**config.mk**
```make
export PLATFORM = sky130hd
export DESIGN_NAME = ubx_out_stage
export DESIGN_NICKNAME = d
export VERILOG_FILES = /design/src/hdl/ubx_pkg.sv /design/src/hdl/ubx_out_stage.sv
export VERILOG_INCLUDE_DIRS = /design/src /design/src/hdl
export SDC_FILE = /design/constraint.sdc
export NUM_CORES = 1
export LEC_CHECK = 0
export ABC_AREA = 1
export BUFFER_PORTS_ARGS = -buffer_cell sky130_fd_sc_hd__buf_2
export CORE_AREA = 2 2 86 88
export CTS_CLUSTER_SIZE = 20
export DETAILED_ROUTE_END_ITERATION = 8
export DIE_AREA = 0 0 88 90
export HOLD_SLACK_MARGIN = 0.05
export PLACE_DENSITY = 0.72
export SYNTH_ARGS = -nofsm -noshare
export SYNTH_HDL_FRONTEND = slang
export SYNTH_SLANG_ARGS = --single-unit
```
**constraint.sdc**
```tcl
create_clock -name i_clk -period 5.4 [get_ports i_clk]
set_clock_uncertainty 0.1 [all_clocks]
set_input_delay 0 -clock i_clk [delete_from_list [all_inputs] [get_ports i_clk]]
set_output_delay 0 -clock i_clk [all_outputs]
set_load 0.05 [all_outputs]
```
**src/hdl/ubx_frame_parser_macros.svh**
```systemverilog
// assertion macros shared by the frame parser rtl
`ifndef UBX_FRAME_PARSER_MACROS_SVH
`define UBX_FRAME_PARSER_MACROS_SVH

// same-cycle implication, checked on every clock edge outside reset
`define UBX_ASSERT_NOW(lbl, clk, rst_n, ante, cons) \
    lbl: assert property (@(posedge clk) disable iff (!rst_n) (ante) |-> (cons)) \
        else $error("ubx same-cycle check failed");

// next-cycle implication
`define UBX_ASSERT_NEXT(lbl, clk, rst_n, ante, cons) \
    lbl: assert property (@(posedge clk) disable iff (!rst_n) (ante) |=> (cons)) \
        else $error("ubx next-cycle check failed");

`endif

```
**src/hdl/ubx_pkg.sv**
```systemverilog
// types and constants of the ubx frame parser
`default_nettype none
package ubx_pkg;

    localparam logic [7:0] SYNC_FIRST  = 8'hB5;
    localparam logic [7:0] SYNC_SECOND = 8'h62;
    localparam int unsigned MAX_PAYLOAD = 256;

    typedef enum logic [3:0] {
        ST_HUNT     = 4'd0,
        ST_SYNC2    = 4'd1,
        ST_CLASS    = 4'd2,
        ST_ID       = 4'd3,
        ST_LEN_LO   = 4'd4,
        ST_LEN_HI   = 4'd5,
        ST_PAYLOAD  = 4'd6,
        ST_CK_A     = 4'd7,
        ST_CK_B     = 4'd8
    } t_step;

    typedef enum logic [1:0] {
        EV_NONE   = 2'd0,
        EV_ACCEPT = 2'd1,
        EV_BAD_A  = 2'd2,
        EV_BAD_B  = 2'd3
    } t_event;

    typedef struct packed {
        logic [7:0] rx_byte;
    } t_rx;

    typedef struct packed {
        logic        payload_strobe;
        logic [7:0]  payload_index;
        logic [7:0]  payload_byte;
        t_event      event_res;
        logic [7:0]  frame_class;
        logic [7:0]  frame_id;
        logic [15:0] frame_length;
        logic [15:0] good_frames;
        logic [15:0] bad_frames;
    } t_result;

endpackage
`default_nettype wire

```
**src/hdl/ubx_out_stage.sv**
```systemverilog
// result register between the state machine and the output channel
`include "ubx_frame_parser_macros.svh"
`default_nettype none
module ubx_out_stage (
    input  wire logic             i_clk,
    input  wire logic             i_rst_n,
    input  wire logic             i_load,
    input  wire ubx_pkg::t_result i_res,
    output logic                  o_adv,
    output logic                  o_valid,
    input  wire logic             i_ready,
    output ubx_pkg::t_result      o_res
);

    logic             r_valid;
    ubx_pkg::t_result r_res;

    // the register may take a new result when empty or when drained this cycle
    assign o_adv   = !r_valid || i_ready;
    assign o_valid = r_valid;
    assign o_res   = r_res;

    always_ff @(posedge i_clk) begin
        if (!i_rst_n) begin
            r_valid <= 1'b0;
        end else if (o_adv) begin
            r_valid <= i_load;
        end
    end

    always_ff @(posedge i_clk) begin
        if (o_adv && i_load) begin
            r_res <= i_res;
        end
    end

    `UBX_ASSERT_NOW(a_no_overwrite, i_clk, i_rst_n, i_load && r_valid && !i_ready, !o_adv)
    `UBX_ASSERT_NEXT(a_load_shows, i_clk, i_rst_n, i_load && o_adv, r_valid)
    `UBX_ASSERT_NEXT(a_stall_holds, i_clk, i_rst_n, r_valid && !i_ready, r_res == $past(r_res))

endmodule
`default_nettype wire

```
== Word level (Yosys, flattened, before mapping) ==
Index checks and enable logic that the tools add are counted.

* Reductions and logical operators: 3

{| class="wikitable"
|+ Operators with widths
! operator !! number
|-
| logical AND 1 bit || 1
|-
| zero test 1 bit || 1
|-
| logical OR 1 bit || 1
|}

* Word-level logic and storage cells: 13
* Bits of input ports: 87
* Output and inout bits: 85
* Register bits: 84

== Longest topological paths before layout ==
Gate-level depths: netlist (run 1).

* Depth in word-level cells: 3
* Depth in mapped cells: 3
* Mapped depth without buffers: 3

== Worst setup path before layout (run 1) ==
Ideal clock, no wire load.

* Kind: reg2reg
* Start point: register r_valid (netlist: o_valid)
* End point: register r_res (netlist bit o_res[0]) (enable)
* Required time: 4749 ps
* Library setup time: 551 ps
* Path buffers: 0
* Cell stages (with the launch flop): 2
* Period minus slack after synthesis: 5261 ps
* Path slack: 139 ps
* Arrival time: 4610 ps
* Cell sequence: dfxtp_1 > a21oi_1

* Cells in the longest elaborated chain, start to end: 3

{| class="wikitable"
|+ Ends and longest elaborated chain
! what !! RTL line !! RTL
|-
| start, declared || ubx_out_stage.sv:15 || <nowiki>logic r_valid;</nowiki>
|-
| start signal, assigned || ubx_out_stage.sv:27 || <nowiki>r_valid <= i_load;</nowiki>
|-
| zero test 1 bit || ubx_out_stage.sv:19 || <nowiki>assign o_adv = !r_valid || i_ready;</nowiki>
|-
| logical OR 1 bit || ubx_out_stage.sv:19 ||
|-
| logical AND 1 bit || ubx_out_stage.sv:32 || <nowiki>if (o_adv && i_load) begin</nowiki>
|-
| end signal, assigned || ubx_out_stage.sv:33 || <nowiki>r_res <= i_res;</nowiki>
|-
| end, declared || ubx_out_stage.sv:16 || <nowiki>ubx_pkg::t_result r_res;</nowiki>
|}

No other way between the ends.
A chain may end at the register's enable or synchronous reset.

== Worst setup path in the final report (run 1) ==
* Start point: register r_valid (netlist: o_valid)
* End point: register r_res (netlist bit o_res[47]) (enable)

The elaborated chain is that of the path after synthesis.

==> flow_metrics.py, run 1 <==
metrics = {
    "run_status": {
        "status": "finished, final reports clean",
    },
    "setup_path": {
        "cp.arrival_ps": 2290,
        "crit_start": "o_valid$_SDFFE_PN0P_",
        "cp.required_ps": 5270,
        "cp_max_fo": 45,
        "worstReg2RegStart": "o_valid$_SDFFE_PN0P_",
        "slowest_delay_ps": 920,
        "cp.buffers_inverters": 1,
        "crit_chain": "a21oi_4 -> buf_4",
        "critPathSlowestCell": "a21oi_4",
        "path_class": "flop to flop",
        "crit_path_start_kind": "flop",
        "worstSetupEndpointType": "flop",
        "cp_top_family": "compound AO/OA/AOI/OAI gates",
    },
    "place": {
        "dp_slack_ps": 2990,
        "placed_area_sq_mm": 0.00354,
        "routabilityCongestion": 0.713,
        "hpwl_um": 4000,
        "port_buffers": 171,
        "dp_cells": 361,
    },
    "clocking": {
        "insertion_delay_ps": 340,
        "clkSlewWorstSetupHoldPaths_ps": 80,
        "htree_num_levels": 3,
        "postCtsSetupRepairBufs": 0,
        "cts.path.max_buffers": 2,
        "cts_tree": "done",
        "cts_hold_buf": 85,
        "cts.sinks": 84,
        "cts_resized": 0,
        "cts_made_buffers": 9,
        "clk_root_buffer_cell": "clkbuf_8",
    },
    "floorplanning": {
        "io_pins": 172,
        "fp.dieH_um": 90,
        "start_util_pct": 36.2,
        "coreArea_sq_mm": 0.00702,
        "fp.dieArea_sq_mm": 0.00792,
        "row_count": 31,
        "dieWidth_um": 88,
    },
    "layout": {
        "final_area_sq_mm": 0.00459,
        "area_growth_pct": 80.4,
        "final_common_cell": "buf_2",
        "final_cells": 461,
        "diodes": 0,
        "nets": 445,
        "utilization_pct": 65.4,
        "final_cell_mix": "buf_2 (171), dlygate4sd3_1 (85), edfxtp_1 (83), clkbuf_8 (9)",
        "drive_gt1_share_pct": 52.8,
    },
    "detailed_routing": {
        "num_vias": 1941,
        "firstDrtPassIters": 4,
        "drc": 0,
        "detail_route.wl_per_cell_um": 15.5,
        "drt-initial-drc-count": 49,
        "ant_nets": 0,
        "via_per_inst": 4.21,
        "routed_wl_um": 7140,
    },
    "min_path": {
        "min_from": "i_load",
        "worstHoldPathType": "input pin to flop",
    },
    "global_routing": {
        "first_global_vias": 2183,
        "grt_first_pass_wirelength_um": 10600,
        "antenna_found_initial": 0,
        "overflow": 0,
        "grt_max_degree": 46,
        "grt_use_total_pct": 18.4,
    },
    "timing": {
        "max_freq_ghz": 0.415,
        "fin_ws_ps": 2990,
        "worstMarginPinSlew_ps": 1180,
        "finalSetupTns_ps": 0,
        "hold_viol": 0,
        "min_period_over_period_pct": 44.7,
        "rsz0062_at_grt": "no",
        "period_minus_slack_ps": 2410,
        "finalMaxSlewViolations": 0,
        "slew_headroom_pct": 21.1,
        "setup_violations": 0,
        "fin_hold_ws_ps": 183,
    },
    "power": {
        "intPower_mw": 1.06,
        "power.switching_uw": 409,
        "powerDensity_mw_per_mm2": 321,
        "ir_drop_mv": 0.294,
        "p_sw_share_pct": 27.8,
        "power.clock.fraction_pct": 29.5,
        "combPwrFrac_pct": 18.1,
        "leakagePower_nw": 1.96,
        "power_frac_seq_pct": 52.4,
        "power_mw": 1.47,
    },
    "synthesis": {
        "ys_ff_latch": 84,
        "ys_warn_count": 0,
        "synth.distinct_cells": 7,
        "seq_area_frac_synth_pct": 98.8,
        "syn-cell-area_sq_mm": 0.00254,
        "avgSynthCellArea_sq_um": 28.3,
        "syn-num-nets": 177,
        "syn_inst": 90,
    },
    "flow_run": {
        "cap_violations": 0,
    },
}
-- per-layer routing --
metal | GRT usage [%] | routed length, um
met4 | 8.97 | 242
met1 | 16.5 | 2280
met5 | 0 | 0
met2 | 32.2 | 3850
met3 | 10.2 | 774
-- cell type report --
cell class	instances	area (sq um)
fillers	489	2430
clock buffers	9	124
clock inverters	6	71.3
well taps	99	124
multi-input cells	3	31.3
repair buffers	257	1710
flip-flops and latches	84	2510
inverters	3	11.3
-- path summary, 6_finish.rpt --
kind	end	slack (ps)	cells after the start
max	o_res[47]$_DFFE_PP_	2990	2
min	o_res[70]$_DFFE_PP_	180	3
max reg2reg	o_res[47]$_DFFE_PP_	2990	2
min reg2reg	o_res[70]$_DFFE_PP_	850	1
-- synthesized netlist by cell type --
library cell,number,area (sq um)
edfxtp_1,83,2490
inv_1,2,7.51
a21oi_1,1,5.00
a21oi_2,1,8.76
dfxtp_1,1,20.0
inv_2,1,3.75
nand2_2,1,6.26
-- power groups by stage --
| stage | Clock (mW) | Sequential, mW | Combinational (mW) |
|---|---|---|---|
| after floorplan | 0 | 0.922 | 0.0139 |
| after global placement | 0 | 0.784 | 0.214 |
| after detailed placement | 0 | 0.786 | 0.216 |
| after CTS | 0.450 | 0.771 | 0.264 |
| after global routing | 0.475 | 0.776 | 0.278 |
| final | 0.434 | 0.772 | 0.267 |
-- flip-flops by register name, indices dropped and copies added (netlist names) --
register	count
o_valid	1
o_res	83
-- worst min-delay path: stages --
cell,delay [ps]
buf_2,90
inv_1,120
a21oi_4,190
-- cell families after synthesis --
kind of cell | count (synthesis) | share of synthesized area, %
DFF | 84 | 98.8
AOI/OAI and AO/OA | 2 | 0.541
and+or+nand+nor | 1 | 0.246
buffers and inverters | 3 | 0.443
No activity file was read; power rests on OpenSTA's default activity.
==> run 2, diff against run 1 <==
==> constraint.sdc (replaced) <==
create_clock -name i_clk -period 2.2 [get_ports i_clk]
set_clock_uncertainty 0.1 [all_clocks]
set_input_delay 0 -clock i_clk [delete_from_list [all_inputs] [get_ports i_clk]]
set_output_delay 0 -clock i_clk [all_outputs]
set_load 0.05 [all_outputs]
==> flow_metrics.py, run 2 (same netlist as run 1, synthesis figures left out) <==
metrics = {
    "run_status": {
        "status": "finished, final reports clean",
    },
    "floorplanning": {
        "dieWidth_um": 88,
        "io_pins": 172,
        "fp.dieArea_sq_mm": 0.00792,
        "start_util_pct": 36.2,
        "coreArea_sq_mm": 0.00702,
        "row_count": 31,
        "fp.dieH_um": 90,
    },
    "place": {
        "port_buffers": 171,
        "dp_slack_ps": 607,
        "placed_area_sq_mm": 0.00359,
        "routabilityCongestion": 0.676,
        "dp_cells": 363,
    },
    "detailed_routing": {
        "ant_nets": 0,
        "via_per_inst": 4.11,
        "detail_route.wl_per_cell_um": 15.0,
        "routed_wl_um": 6980,
        "num_vias": 1906,
        "drt-initial-drc-count": 99,
        "drc": 0,
        "firstDrtPassIters": 4,
    },
    "setup_path": {
        "ff2ff_setup_slack_ps": 590,
        "cp.required_ps": 2150,
        "cp_top_family": "compound AO/OA/AOI/OAI gates",
        "crit_path_start_kind": "flop",
        "cp_max_fo": 34,
        "slowest_delay_ps": 530,
        "worstReg2RegStart": "o_valid$_SDFFE_PN0P_",
        "cp.buffers_inverters": 1,
        "crit_chain": "a21oi_4 -> buf_12",
        "worst_r2r_endpoint": "o_res[38]$_DFFE_PP_",
        "cp.arrival_ps": 1560,
        "worstSetupEndpointType": "flop",
        "r2r_cells": 2,
        "path_class": "flop to flop",
        "critPathSlowestCell": "a21oi_4",
    },
    "timing": {
        "period_minus_slack_ps": 1610,
        "finalMaxSlewViolations": 0,
        "rsz0062_at_grt": "no",
        "worstMarginPinSlew_ps": 643,
        "hold_viol": 0,
        "slew_headroom_pct": 57.0,
        "fin_ws_ps": 590,
        "fin_hold_ws_ps": 94.9,
        "setup_violations": 0,
        "min_period_over_period_pct": 73.2,
        "max_freq_ghz": 0.621,
    },
    "clocking": {
        "cts_hold_buf": 85,
        "clkSlewWorstSetupHoldPaths_ps": 90,
        "postCtsSetupRepairBufs": 0,
        "insertion_delay_ps": 350,
        "cts_made_buffers": 9,
        "cts_resized": 0,
        "cts.path.max_buffers": 2,
        "cts_tree": "done",
        "cts.sinks": 84,
        "htree_num_levels": 3,
        "clk_root_buffer_cell": "clkbuf_8",
    },
    "min_path": {
        "worstHoldPathType": "input pin to flop",
        "min_from": "i_load",
        "worst_hold_path.endpoint": "o_res[51]$_DFFE_PP_",
        "whs_path_depth": 3,
    },
    "global_routing": {
        "overflow": 0,
        "grt_max_degree": 35,
        "grt_first_pass_wirelength_um": 10500,
        "first_global_vias": 2122,
        "grt_use_total_pct": 18.4,
        "antenna_found_initial": 0,
    },
    "layout": {
        "final_area_sq_mm": 0.00464,
        "area_growth_pct": 82.2,
        "final_cell_mix": "buf_2 (171), dlygate4sd3_1 (85), edfxtp_1 (83), clkbuf_8 (9)",
        "largest_reg_flops": 83,
        "final_common_cell": "buf_2",
        "nets": 447,
        "diodes": 0,
        "fill_cells": 456,
        "final_cells": 464,
        "drive_gt1_share_pct": 53.2,
    },
    "flow_run": {
        "cap_violations": 0,
    },
    "power": {
        "ir_drop_mv": 0.405,
        "leakagePower_nw": 1.98,
        "powerDensity_mw_per_mm2": 788,
    },
}
-- run 2: changes by cell type in the layout (fill, tap and decap cells not counted), sizes merged --
| cell | previous run | this run |
|---|---|---|
| clkinv | 1 | 3 |
| clkinvlp | 2 | 1 |
| buf | 172 | 174 |
-- run 2: per-layer routing --
| metal | track usage [%] | routed length [um] | vias up |
|---|---|---|---|
| met1 | 20.1 | 2580 | 869 |
| met5 | 0 | 0 | - |
| met2 | 30.2 | 3510 | 116 |
| met4 | 10.5 | 254 | 0 |
| li1 | - | - | 899 |
| met3 | 6.70 | 633 | 22 |
-- run 2: final cells by class --
class,instances,area [sq um],share of cell area [%]
sequential,84,2520,54.3
timing repair buffer,259,1750,37.8
clock buffer,9,124,2.67
tap,99,124,2.67
clock inverter,7,75.1,1.62
multi-input combinational,3,31.3,0.675
inverter,3,11.3,0.243
-- run 2: tightest hold or removal path, cell delays in order --
cell,delay [ps]
buf_2,100
inv_1,120
a21oi_4,130
-- run 2: power breakdown --
group | internal (mW) | switching [mW] | leakage (nW)
combinational | 0.223 | 0.443 | 1.07
sequential | 1.87 | 0.0243 | 0.812
clock | 0.532 | 0.562 | 0.0992
-- run 2: worst max-delay path by stage --
stage | from | endpoint | slack, ps | depth (start not counted)
after floorplan | o_valid$_SDFFE_PN0P_ | o_res[0]$_DFFE_PP_ | -160 | 1
after global placement | o_valid$_SDFFE_PN0P_ | o_res[12]$_DFFE_PP_ | 630 | 2
after detailed placement | o_valid$_SDFFE_PN0P_ | o_res[38]$_DFFE_PP_ | 610 | 2
after CTS | o_valid$_SDFFE_PN0P_ | o_res[47]$_DFFE_PP_ | 580 | 2
after global routing | o_valid$_SDFFE_PN0P_ | o_res[0]$_DFFE_PP_ | 530 | 2
final | o_valid$_SDFFE_PN0P_ | o_res[38]$_DFFE_PP_ | 590 | 2
-- run 2: metrics by stage --
stage | util, % | setup TNS [ps] | power (mW)
finish | 66.0 | 0 | 3.65
global route | 66.0 | 0 | 3.78
CTS | 66.0 | 0 | 3.67
detailed placement | 51.1 | 0 | 2.47
global placement | 51.1 | 0 | 2.46
floorplan | - | -12940 | 2.29
