### src/hdl/ubx_frame_parser_macros.svh
// assertion macros shared by the frame parser rtl
`ifndef UBX_FRAME_PARSER_MACROS_SVH
`define UBX_FRAME_PARSER_MACROS_SVH

// same-cycle implication, checked on every clock edge outside reset
`define UBX_ASSERT_NOW(lbl, clk, rst_n, ante, cons) \
    lbl: assert property (@(posedge clk) disable iff (!rst_n) (ante) |-> (cons)) \
        else $error("ubx same-cycle check failed");

// next-cycle implication
`define UBX_ASSERT_NEXT(lbl, clk, rst_n, ante, cons) \
    lbl: assert property (@(posedge clk) disable iff (!rst_n) (ante) |=> (cons)) \
        else $error("ubx next-cycle check failed");

`endif

### src/hdl/ubx_pkg.sv
// types and constants of the ubx frame parser
`default_nettype none
package ubx_pkg;

    localparam logic [7:0] SYNC_FIRST  = 8'hB5;
    localparam logic [7:0] SYNC_SECOND = 8'h62;
    localparam int unsigned MAX_PAYLOAD = 256;

    typedef enum logic [3:0] {
        ST_HUNT     = 4'd0,
        ST_SYNC2    = 4'd1,
        ST_CLASS    = 4'd2,
        ST_ID       = 4'd3,
        ST_LEN_LO   = 4'd4,
        ST_LEN_HI   = 4'd5,
        ST_PAYLOAD  = 4'd6,
        ST_CK_A     = 4'd7,
        ST_CK_B     = 4'd8
    } t_step;

    typedef enum logic [1:0] {
        EV_NONE   = 2'd0,
        EV_ACCEPT = 2'd1,
        EV_BAD_A  = 2'd2,
        EV_BAD_B  = 2'd3
    } t_event;

    typedef struct packed {
        logic [7:0] rx_byte;
    } t_rx;

    typedef struct packed {
        logic        payload_strobe;
        logic [7:0]  payload_index;
        logic [7:0]  payload_byte;
        t_event      event_res;
        logic [7:0]  frame_class;
        logic [7:0]  frame_id;
        logic [15:0] frame_length;
        logic [15:0] good_frames;
        logic [15:0] bad_frames;
    } t_result;

endpackage
`default_nettype wire

### src/hdl/ubx_fsm.sv
// frame state machine, fletcher sums, header capture and frame counters
`include "ubx_frame_parser_macros.svh"
`default_nettype none
module ubx_fsm #(
    parameter int unsigned MAX_PAYLOAD = ubx_pkg::MAX_PAYLOAD
) (
    input  wire logic             i_clk,
    input  wire logic             i_rst_n,
    input  wire logic             i_en,
    input  wire logic [7:0]       i_byte,
    output ubx_pkg::t_result      o_res
);

    ubx_pkg::t_step r_step, n_step;
    logic [7:0]     r_sum_a, n_sum_a;
    logic [7:0]     r_sum_b, n_sum_b;
    logic [7:0]     r_class, n_class;
    logic [7:0]     r_id, n_id;
    logic [15:0]    r_len, n_len;
    logic [15:0]    r_count, n_count;
    logic [15:0]    r_good, n_good;
    logic [15:0]    r_bad, n_bad;

    logic [15:0]    w_len_full;
    logic [16:0]    w_count_inc;
    logic [7:0]     w_add_a;
    logic [7:0]     w_add_b;
    logic           w_in_buf;

    assign w_len_full  = {i_byte, r_len[7:0]};
    assign w_count_inc = {1'b0, r_count} + 17'd1;
    assign w_add_a     = r_sum_a + i_byte;
    assign w_add_b     = r_sum_b + w_add_a;
    assign w_in_buf    = {1'b0, r_count} < 17'(MAX_PAYLOAD);

    // next state
    always_comb begin
        n_step = ubx_pkg::ST_HUNT;
        unique case (r_step)
            ubx_pkg::ST_HUNT: begin
                n_step = (i_byte == ubx_pkg::SYNC_FIRST) ? ubx_pkg::ST_SYNC2 : ubx_pkg::ST_HUNT;
            end
            ubx_pkg::ST_SYNC2: begin
                n_step = (i_byte == ubx_pkg::SYNC_SECOND) ? ubx_pkg::ST_CLASS : ubx_pkg::ST_HUNT;
            end
            ubx_pkg::ST_CLASS:  n_step = ubx_pkg::ST_ID;
            ubx_pkg::ST_ID:     n_step = ubx_pkg::ST_LEN_LO;
            ubx_pkg::ST_LEN_LO: n_step = ubx_pkg::ST_LEN_HI;
            ubx_pkg::ST_LEN_HI: begin
                n_step = (w_len_full == 16'd0) ? ubx_pkg::ST_CK_A : ubx_pkg::ST_PAYLOAD;
            end
            ubx_pkg::ST_PAYLOAD: begin
                n_step = (w_count_inc == {1'b0, r_len}) ? ubx_pkg::ST_CK_A
                                                       : ubx_pkg::ST_PAYLOAD;
            end
            ubx_pkg::ST_CK_A: begin
                n_step = (r_sum_a == i_byte) ? ubx_pkg::ST_CK_B : ubx_pkg::ST_HUNT;
            end
            ubx_pkg::ST_CK_B:   n_step = ubx_pkg::ST_HUNT;
            default:            n_step = ubx_pkg::ST_HUNT;
        endcase
    end

    // datapath and result
    always_comb begin
        n_sum_a = r_sum_a;
        n_sum_b = r_sum_b;
        n_class = r_class;
        n_id    = r_id;
        n_len   = r_len;
        n_count = r_count;
        n_good  = r_good;
        n_bad   = r_bad;
        o_res.payload_strobe = 1'b0;
        o_res.payload_index  = 8'd0;
        o_res.payload_byte   = 8'd0;
        o_res.event_res      = ubx_pkg::EV_NONE;
        unique case (r_step) inside
            ubx_pkg::ST_HUNT, ubx_pkg::ST_SYNC2: begin
            end
            ubx_pkg::ST_CLASS: begin
                n_class = i_byte;
                n_sum_a = i_byte;
                n_sum_b = i_byte;
            end
            ubx_pkg::ST_ID: begin
                n_id    = i_byte;
                n_sum_a = w_add_a;
                n_sum_b = w_add_b;
            end
            ubx_pkg::ST_LEN_LO: begin
                n_len   = {8'd0, i_byte};
                n_sum_a = w_add_a;
                n_sum_b = w_add_b;
            end
            ubx_pkg::ST_LEN_HI: begin
                n_len   = w_len_full;
                n_sum_a = w_add_a;
                n_sum_b = w_add_b;
                n_count = 16'd0;
            end
            ubx_pkg::ST_PAYLOAD: begin
                n_sum_a = w_add_a;
                n_sum_b = w_add_b;
                n_count = w_count_inc[15:0];
                if (w_in_buf) begin
                    o_res.payload_strobe = 1'b1;
                    o_res.payload_index  = r_count[7:0];
                    o_res.payload_byte   = i_byte;
                end
            end
            ubx_pkg::ST_CK_A: begin
                if (r_sum_a != i_byte) begin
                    n_bad           = r_bad + 16'd1;
                    o_res.event_res = ubx_pkg::EV_BAD_A;
                end
            end
            ubx_pkg::ST_CK_B: begin
                if (r_sum_b != i_byte) begin
                    n_bad           = r_bad + 16'd1;
                    o_res.event_res = ubx_pkg::EV_BAD_B;
                end else begin
                    n_good          = r_good + 16'd1;
                    o_res.event_res = ubx_pkg::EV_ACCEPT;
                end
            end
            default: begin
            end
        endcase
        o_res.frame_class  = n_class;
        o_res.frame_id     = n_id;
        o_res.frame_length = n_len;
        o_res.good_frames  = n_good;
        o_res.bad_frames   = n_bad;
    end

    always_ff @(posedge i_clk) begin
        if (!i_rst_n) begin
            r_step  <= ubx_pkg::ST_HUNT;
            r_sum_a <= 8'd0;
            r_sum_b <= 8'd0;
            r_class <= 8'd0;
            r_id    <= 8'd0;
            r_len   <= 16'd0;
            r_count <= 16'd0;
            r_good  <= 16'd0;
            r_bad   <= 16'd0;
        end else if (i_en) begin
            r_step  <= n_step;
            r_sum_a <= n_sum_a;
            r_sum_b <= n_sum_b;
            r_class <= n_class;
            r_id    <= n_id;
            r_len   <= n_len;
            r_count <= n_count;
            r_good  <= n_good;
            r_bad   <= n_bad;
        end
    end

    `UBX_ASSERT_NOW(a_strobe_in_payload, i_clk, i_rst_n, i_en && o_res.payload_strobe, r_step == ubx_pkg::ST_PAYLOAD)
    `UBX_ASSERT_NEXT(a_event_rehunts, i_clk, i_rst_n, i_en && (o_res.event_res != ubx_pkg::EV_NONE), r_step == ubx_pkg::ST_HUNT)
    `UBX_ASSERT_NEXT(a_good_steps, i_clk, i_rst_n, i_en && (o_res.event_res == ubx_pkg::EV_ACCEPT), r_good == $past(r_good) + 16'd1)
    `UBX_ASSERT_NEXT(a_bad_steps, i_clk, i_rst_n, i_en && (o_res.event_res == ubx_pkg::EV_BAD_A), r_bad == $past(r_bad) + 16'd1)

endmodule
`default_nettype wire

### config.mk
export PLATFORM = sky130hd
export DESIGN_NAME = ubx_fsm
export DESIGN_NICKNAME = d
export VERILOG_FILES = /design/src/hdl/ubx_pkg.sv /design/src/hdl/ubx_fsm.sv
export VERILOG_INCLUDE_DIRS = /design/src /design/src/hdl
export SDC_FILE = /design/constraint.sdc
export NUM_CORES = 1
export LEC_CHECK = 0
export BUFFER_PORTS_ARGS = -buffer_cell sky130_fd_sc_hd__buf_2
export CAP_MARGIN = 20
export CORE_MARGIN = 2
export CORE_UTILIZATION = 40
export CTS_CLUSTER_SIZE = 16
export DETAILED_ROUTE_END_ITERATION = 10
export HOLD_SLACK_MARGIN = 0.06
export PLACE_DENSITY = 0.7
export SLEW_MARGIN = 30
export SYNTH_ARGS = -nofsm -noshare
export SYNTH_HDL_FRONTEND = slang
export SYNTH_SLANG_ARGS = --single-unit
### constraint.sdc
create_clock -name i_clk -period 5.6 [get_ports i_clk]
set_clock_uncertainty 0.1 [all_clocks]
set_input_delay 0.56 -clock i_clk [delete_from_list [all_inputs] [get_ports i_clk]]
set_output_delay 0.56 -clock i_clk [all_outputs]
set_load 0.02 [all_outputs]
* Yosys cells after proc, flatten, opt, wreduce, memory -nomap -nowiden *
Index checks and enable logic that the tools add are counted.

storage, ports and cells
  register bits after elaboration = 100
  input bits = 11
  logic and storage cells = 58
  output and inout bits = 83

operators by class
  add/sub/neg operators = 5
  muxes and demuxes = 22
  order comparisons = 1
  reduce and logical (&&, ||, !) cells = 7
  eq/ne operators = 14

operator list
  kind                                                          count
  one-hot mux 16 bit (2 select lines)                           3
  two-way mux 16 bit                                            4
  two-way mux 17 bit                                            2
  adder 16 x 1 -> 16 bit (second input constant)                2
  one-hot mux 4 bit (8 select lines)                            1
  one-hot mux 8 bit (2 select lines)                            2
  adder 16 x 1 -> 17 bit (second input constant)                1
  equality test 17 x 16 -> 1 bit                                1
  adder 8 bit                                                   2
  equality test 4 x 3 -> 1 bit (second input constant)          4
  zero test 16 bit                                              1
  less-than comparator 16 x 9 -> 1 bit (second input constant)  1
  two-way mux 8 bit                                             2
  inequality test 8 bit                                         2
  equality test 4 x 2 -> 1 bit (second input constant)          2
  equality test 8 x 7 -> 1 bit (second input constant)          1
  equality test 8 bit                                           1
  equality test 8 bit (second input constant)                   1
  two-way mux 2 bit                                             3
  equality test 4 x 1 -> 1 bit (second input constant)          1
  equality test 4 bit (second input constant)                   1
  zero test 4 bit                                               1
  two-way mux 4 bit                                             1
  one-hot mux 2 bit (2 select lines)                            1
  4 further kinds                                               8

* Logic depth before layout (Yosys ltp) *
Gate-level depths: netlist (run 1).

  depth in word-level cells = 4
  depth in mapped cells = 12
  mapped depth without buffers = 12

* Least setup slack after synthesis (run 1) *
Ideal clock, no wire load.

  path kind = input to register
  start point = input i_byte[0]
  end point = register r_sum_b[7]
  path slack = 2,322 ps
  library setup time = 92 ps
  path buffers = 0
  stages on the path = 12
  data required time = 5,408 ps
  data arrival time = 3,086 ps
  path through = ha_1 > fa_1 > a21o_1 > a21oi_1 > xnor2_1 > ha_1 > inv_1 > nor2_1 > a2111oi_0 > nor2_1 > and3_1 > nor4_1

between the ends
  cells in the longest elaborated chain, start to end = 3

RTL lines
  what                                RTL line        source
  start: declaration                  ubx_fsm.sv:10   input wire logic [7:0] i_byte,
  adder 8 bit                         ubx_fsm.sv:32   assign w_add_a = r_sum_a + i_byte;
  adder 8 bit                         ubx_fsm.sv:33   assign w_add_b = r_sum_b + w_add_a;
  one-hot mux 8 bit (2 select lines)  ubx_fsm.sv:78   unique case (r_step) inside
  end signal: assignment              ubx_fsm.sv:151  r_sum_b <= n_sum_b;
  end: declaration                    ubx_fsm.sv:16   logic [7:0] r_sum_b, n_sum_b;

No other way between the ends.
A chain may end at the register's enable or synchronous reset.

==> reports/results.ini, run 1 <==
[min_path]
hp-class = flip-flop to flip-flop

[cts]
clock-root-buffer = clkbuf_16
cts_inserted_buffers = 9
cts_buffer_depth = 2
clkTransAtPathRegs_ns = 0.07
cts.sinks = 100
cts_tree = yes
ctsResizeCount = 0
insertion_delay_ns = 0.35
cts-htree-levels = 3
cts_setup_buffers = 0
ctsHoldBuffers = 0

[yosys]
synth_edf_count = 0
ys_async_sr_fraction = 0
yosys.cell_types.count = 64
synth.net_count = 886
synthCells = 855
netlist_area_mm2 = 0.00675
synth_warnings = 0
postSynthAreaPerCell_um2 = 7.89
ys_ff_latch = 100
synth-seq-area-share = 0.297
synth_ff_type = dfxtp_1

[floorplan]
core_mm2 = 0.0165
die_w_um = 134
fp-row-count = 47
initial_core_util = 0.408
dieArea_mm2 = 0.0179
die_h_um = 134
io_pins = 94

[routing]
wire_per_inst_um = 15.5
drc = 0
dr.pass1.iters = 5
ant_nets = 0
num_vias = 6141
via_per_inst = 5.44
wirelength_um = 17500
drtIter0Drc = 404

[layout]
fin_nets = 934
drive_above_1_share = 0.177
utilization = 0.458
mostFrequentLayoutCell = nor2_1
fin_cells = 1128
final_cell_mix = 102 x nor2_1, 100 x dfxtp_1, 93 x buf_2
area_growth_pct = 12.2
diodes = 0
nFillCells = 1637

[setup_path]
cp-end-kind = output port
startpoint_type = flip-flop
critPathArrivalTime_ns = 3.33
worstPathMaxFanout = 21
critPathKind = flip-flop to output port
crit_required_ns = 4.94

[power]
p_leak_nw = 3.32
irDropWorstVdd_mv = 0.147
pwr_density_cell_mw_per_mm2 = 183

[placement]
gp_congestion = 0.903
hpwl_um = 12200
portBuffers = 93
dp.cells = 1112

[timing]
slew_headroom = 0.469
slew_viol_final = 0
setup_viol = 0
rsz0062_at_grt = false
hold_viol_final = 0
fin_setup_tns_ns = 0
finalCritPeriodShare = 0.712
worst_pin_slew_ns = 0.792
min_period_ns = 3.99
fin_hold_ws_ns = 0.371
fmax_mhz = 251

[flow_run]
maxCapViolCount = 0

[grt]
grt_max_degree = 56
grt_pass1_vias = 5539
globalRouteOverflowTotal = 0
grtUsageTotal = 0.197
grt_pass1_wl_um = 28700
antenna_found_initial = 0

[status]
status = complete, no violations

[cell type report]
type,instances,area [um^2],share of cell area
Clock buffer,13,250,0.0331
Clock inverter,3,21.3,0.00281
Inverter,12,45.0,0.00595
Multi-Input combinational cell,681,4470,0.590
Sequential cell,100,2000,0.264
Tap cell,220,275,0.0364
Timing Repair Buffer,99,510,0.0674
[through the flow]
step	cell area, um^2	worst slack [ns]	total power [mW]
4_1_cts	7570	1.67	1.41
6_report	7570	1.61	1.39
2_1_floorplan	6750	2.32	0.785
3_3_place_gp	7280	1.86	0.805
5_1_grt	7570	1.34	1.44
3_5_place_dp	7300	1.76	0.806
[synth_stat cells (12+ instances only)]
library cell | number | area share
inv_1 | 12 | 0.0067
buf_2 | 13 | 0.0096
mux2i_1 | 38 | 0.056
nand2_1 | 87 | 0.048
nor2_1 | 104 | 0.058
nand4_1 | 12 | 0.011
dfxtp_1 | 100 | 0.30
o21ai_0 | 37 | 0.027
nand3_1 | 36 | 0.027
ha_1 | 18 | 0.033
and2_1 | 25 | 0.023
nand2b_1 | 12 | 0.011
xor2_1 | 36 | 0.047
nor3_1 | 20 | 0.015
xnor2_1 | 39 | 0.051
a21oi_1 | 55 | 0.041
mux2_2 | 27 | 0.045
clkbuf_1 | 42 | 0.023
[final timing paths]
check	startpoint	to	slack [ns]	cells after the start
worst max-delay path	r_step[0]	o_res[5]	1.61	6
worst min-delay path	r_sum_a[7]	r_sum_a[7]	0.37	2
worst max register to register	r_sum_a[0]	r_sum_b[7]	2.20	12
worst min register to register	r_sum_a[7]	r_sum_a[7]	0.37	2
[registers in the layout (all words and copies together) (netlist names)]
signal	flops
r_step	4
r_class	8
r_len	16
r_good	16
r_id	8
r_sum_a	8
r_count	16
r_sum_b	8
r_bad	16
[routing by layer]
metal | GRT usage | vias up | share of wire | wire (um)
li1 | - | 3106 | - | -
met1 | 0.264 | 2842 | 0.47 | 8150
met2 | 0.318 | 173 | 0.45 | 7930
met3 | 0.0408 | 20 | 0.061 | 1080
met4 | 0.0621 | 0 | 0.019 | 338
met5 | 0 | - | 0 | 0
[logic make-up after synthesis]
logic type / Yosys count / share of synthesized area
xor gates and xnor gates: 75 / 0.0974
buffers and inverters: 74 / 0.0438
AOI/OAI and AO/OA: 154 / 0.142
and+or+nand+nor: 367 / 0.279
adders and majority gates: 20 / 0.0393
muxes: 65 / 0.101
DFF: 100 / 0.297
[power by group]
| group | switching, mW | total (mW) | internal, mW |
|---|---|---|---|
| clock | 0.280 | 0.596 | 0.316 |
| combinational | 0.0548 | 0.0779 | 0.0231 |
| sequential | 0.00107 | 0.713 | 0.711 |
| total | 0.336 | 1.39 | 1.05 |
[worst max-delay path, cell delays in order (launching register included)]
cell and delay, ns:
dfxtp_1 0.82, nor4b_2 0.18, nand3_1 0.51, nand4_1 0.65, nor2_1 0.29, mux2_2 0.35, buf_2 0.16
Power figures use the tool's default switching activity.
==> run 2, diff against run 1 <==
--- a/config.mk
+++ b/config.mk
@@ -6,6 +6,7 @@
 export SDC_FILE = /design/constraint.sdc
 export NUM_CORES = 1
 export LEC_CHECK = 0
+export ABC_AREA = 1
 export BUFFER_PORTS_ARGS = -buffer_cell sky130_fd_sc_hd__buf_2
 export CAP_MARGIN = 20
 export CORE_MARGIN = 2
==> constraint.sdc (replaced) <==
create_clock -name i_clk -period 4 [get_ports i_clk]
set_clock_uncertainty 0.1 [all_clocks]
set_input_delay 0.4 -clock i_clk [delete_from_list [all_inputs] [get_ports i_clk]]
set_output_delay 0.4 -clock i_clk [all_outputs]
set_load 0.02 [all_outputs]
==> reports/results.ini, run 2 <==
[layout]
diodes = 0  ; unchanged
utilization = 0.460  ; +0.00199
fin_nets = 1159  ; +24%
final_cell_area_mm2 = 0.00755  ; -0.28%
area_growth_pct = 13.3
mostFrequentLayoutCell = nand2_1
drive_above_1_share = 0.124  ; -0.0529
final_cell_mix = 221 x nand2_1, 174 x inv_1, 117 x o21ai_0
fin_cells = 1353  ; +20%

[cts]
clkTransAtPathRegs_ns = 0.07  ; about the same
cts_buffer_depth = 2  ; unchanged
cts_setup_buffers = 0  ; unchanged
cts_inserted_buffers = 9  ; unchanged
ctsHoldBuffers = 0  ; unchanged
cts_tree = yes
insertion_delay_ns = 0.36  ; about the same
ctsResizeCount = 0  ; unchanged
cts-htree-levels = 3  ; unchanged
clock-root-buffer = clkbuf_16
cts.sinks = 100  ; unchanged

[placement]
portBuffers = 93  ; unchanged
hpwl_um = 13200  ; +8.1%
dp.cells = 1337  ; +20%
postPlaceCellArea_mm2 = 0.00724  ; -0.75%
gp_congestion = 0.909  ; +0.65%
pre_cts_ws_ns = 0.813  ; -0.952 ns

[timing]
slew_viol_final = 0  ; unchanged
finalCritPeriodShare = 0.788
hold_viol_final = 0  ; unchanged
fin_setup_tns_ns = 0  ; unchanged
worst_pin_slew_ns = 0.953  ; +0.160 ns
setup_viol = 0  ; unchanged
setup_slack_ns = 0.846  ; -0.766 ns
rsz0062_at_grt = false
fmax_mhz = 317
slew_headroom = 0.364  ; -0.105
min_period_ns = 3.15

[yosys]
synth_top_area_frac = 0.300  ; +0.00368
synth.area.top_cells = dfxtp_1 30%, nand2_1 12%, inv_1 9.9%, o21ai_0 8.8%, a21oi_1 7.3%
yosys.cell_types.count = 48  ; -25%
synth-seq-area-share = 0.300  ; +0.00368
ys_async_sr_fraction = 0  ; unchanged
postSynthAreaPerCell_um2 = 6.28  ; -20%
synth.net_count = 1092  ; +23%
synth_edf_count = 0  ; unchanged
synthCells = 1061  ; +24%
netlist_area_mm2 = 0.00666  ; -1.2%
netlist.top_cell.by_area = dfxtp_1
synth_ff_type = dfxtp_1
synth_warnings = 0  ; unchanged
yosysMostFrequentCell = nand2_1
ys_top_cells_by_count = 221 x nand2_1, 175 x inv_1, 117 x o21ai_0
ys_ff_latch = 100  ; unchanged

[routing]
drc = 0  ; unchanged
wirelength_um = 18300  ; +4.9%
top_layer_used = met5
drtIter0Drc = 463  ; +15%
ant_nets = 0  ; unchanged
wl_met1_um = 8630  ; +5.9%
via_per_inst = 5.05  ; -7.2%
num_vias = 6835  ; +11%
met3_length_um = 1000  ; -6.9%
dr.pass1.iters = 5  ; unchanged
wl_met2_um = 8290  ; +4.5%
wire_per_inst_um = 13.6  ; -13%

[min_path]
hp-start = i_byte[0]
hp-class = primary input to flip-flop
min_to = r_sum_a[0]
hold_depth = 3  ; +1

[floorplan]
dieArea_mm2 = 0.0177  ; -1.2%
core_mm2 = 0.0164  ; -0.71%
initial_core_util = 0.406  ; -0.00211
die_w_um = 133  ; -0.60%
fp-row-count = 47  ; unchanged
die_h_um = 133  ; -0.60%
io_pins = 94  ; unchanged

[power]
p_leak_nw = 3.76  ; +13%
irDropWorstVdd_mv = 0.240  ; +63%
pwr_density_cell_mw_per_mm2 = 312  ; +71%

[grt]
grt_pass1_vias = 6168  ; +11%
globalRouteOverflowTotal = 0  ; unchanged
grtUsageTotal = 0.210  ; +0.0132
antenna_found_initial = 1  ; +1
grt_max_degree = 63  ; +13%
grt_pass1_wl_um = 30200  ; +5.1%

[setup_path]
crit_required_ns = 3.50  ; -1.44 ns
startpoint_type = flip-flop
critPathArrivalTime_ns = 2.65  ; -0.68 ns
reg2regPathDepth = 17  ; +5
cp-end-kind = output port
reg2reg_from = r_sum_a[0]
critPathKind = flip-flop to output port
worstPathMaxFanout = 25  ; +19%
r2r-end = r_sum_b[7]
r2r_setup_slack_ns = 1.07  ; -1.13 ns

[status]
status = complete, no violations

[flow_run]
maxCapViolCount = 0  ; unchanged

## run 2: cell types whose count changed after synthesis, moves of 13 or more
cell,delta
nand2_1,+134
xor2_1,-13
o21ai_0,+80
xnor2_1,-30
and2_1,-24
mux2_2,-27
inv_1,+163
mux2i_1,-38
clkbuf_1,-17
a21oi_1,+42
nand3_1,+21
## run 2: area by class of cell
class                      count  area, um^2
clock buffer                   9         225
clock inverter                 7        81.3
fill                        1754        8860
inverter                     181         683
multi-input combinational    738        3780
sequential                   100        2000
tap                          220         275
timing repair buffer          98         503
## run 2: logic make-up (layout without fill, tap and decap cells)
kind of cell	count (synthesis)	in the layout	share of synthesized area
flops	100	100	0.300
xor+xnor	33	33	0.0454
simple gates	427	427	0.278
buf+inv	223	295	0.132
fa+ha+maj	20	20	0.0398
compound gates	258	258	0.204
## run 2: worst max-delay path, cell delays in order (launching register included)
cell and delay [ns]:
dfxtp_1 0.48, nand2_1 0.11, nor2_1 0.25, nor2_2 0.13
inv_1 0.11, nand2_1 0.10, nor2_4 0.45, inv_2 0.17
nor2_1 0.12, nand2_1 0.06, o21ai_1 0.12, buf_2 0.20
## run 2: routing by layer
metal | vias up | track usage
met5 | - | 0
met4 | 2 | 0.0753
met3 | 29 | 0.0425
met2 | 157 | 0.337
met1 | 3088 | 0.280
li1 | 3559 | -
## run 2: power breakdown
part           switching, mW  internal [mW]  total (mW)
combinational          0.251          0.110       0.362
sequential            0.0288           1.04        1.07
clock                  0.432          0.497       0.929
## run 2: through the flow
stage / hold WS, ns / total power [mW]
after floorplan: 0.361 / 1.34
after global placement: 0.388 / 1.44
after detailed placement: 0.388 / 1.45
after CTS: 0.314 / 2.38
after global routing: 0.346 / 2.46
final: 0.326 / 2.36
## run 2: worst max path at each step
stage / end / startpoint / cells after the start / slack, ns
finish: o_res[3] / r_step[0] / 11 / 0.85
global route: o_res[3] / r_step[0] / 11 / 0.57
CTS: o_res[3] / r_step[0] / 11 / 0.82
detailed placement: r_sum_b[7] / i_byte[0] / 18 / 0.81
global placement: r_sum_b[7] / i_byte[0] / 18 / 0.88
floorplan: r_sum_b[7] / i_byte[0] / 18 / 1.24
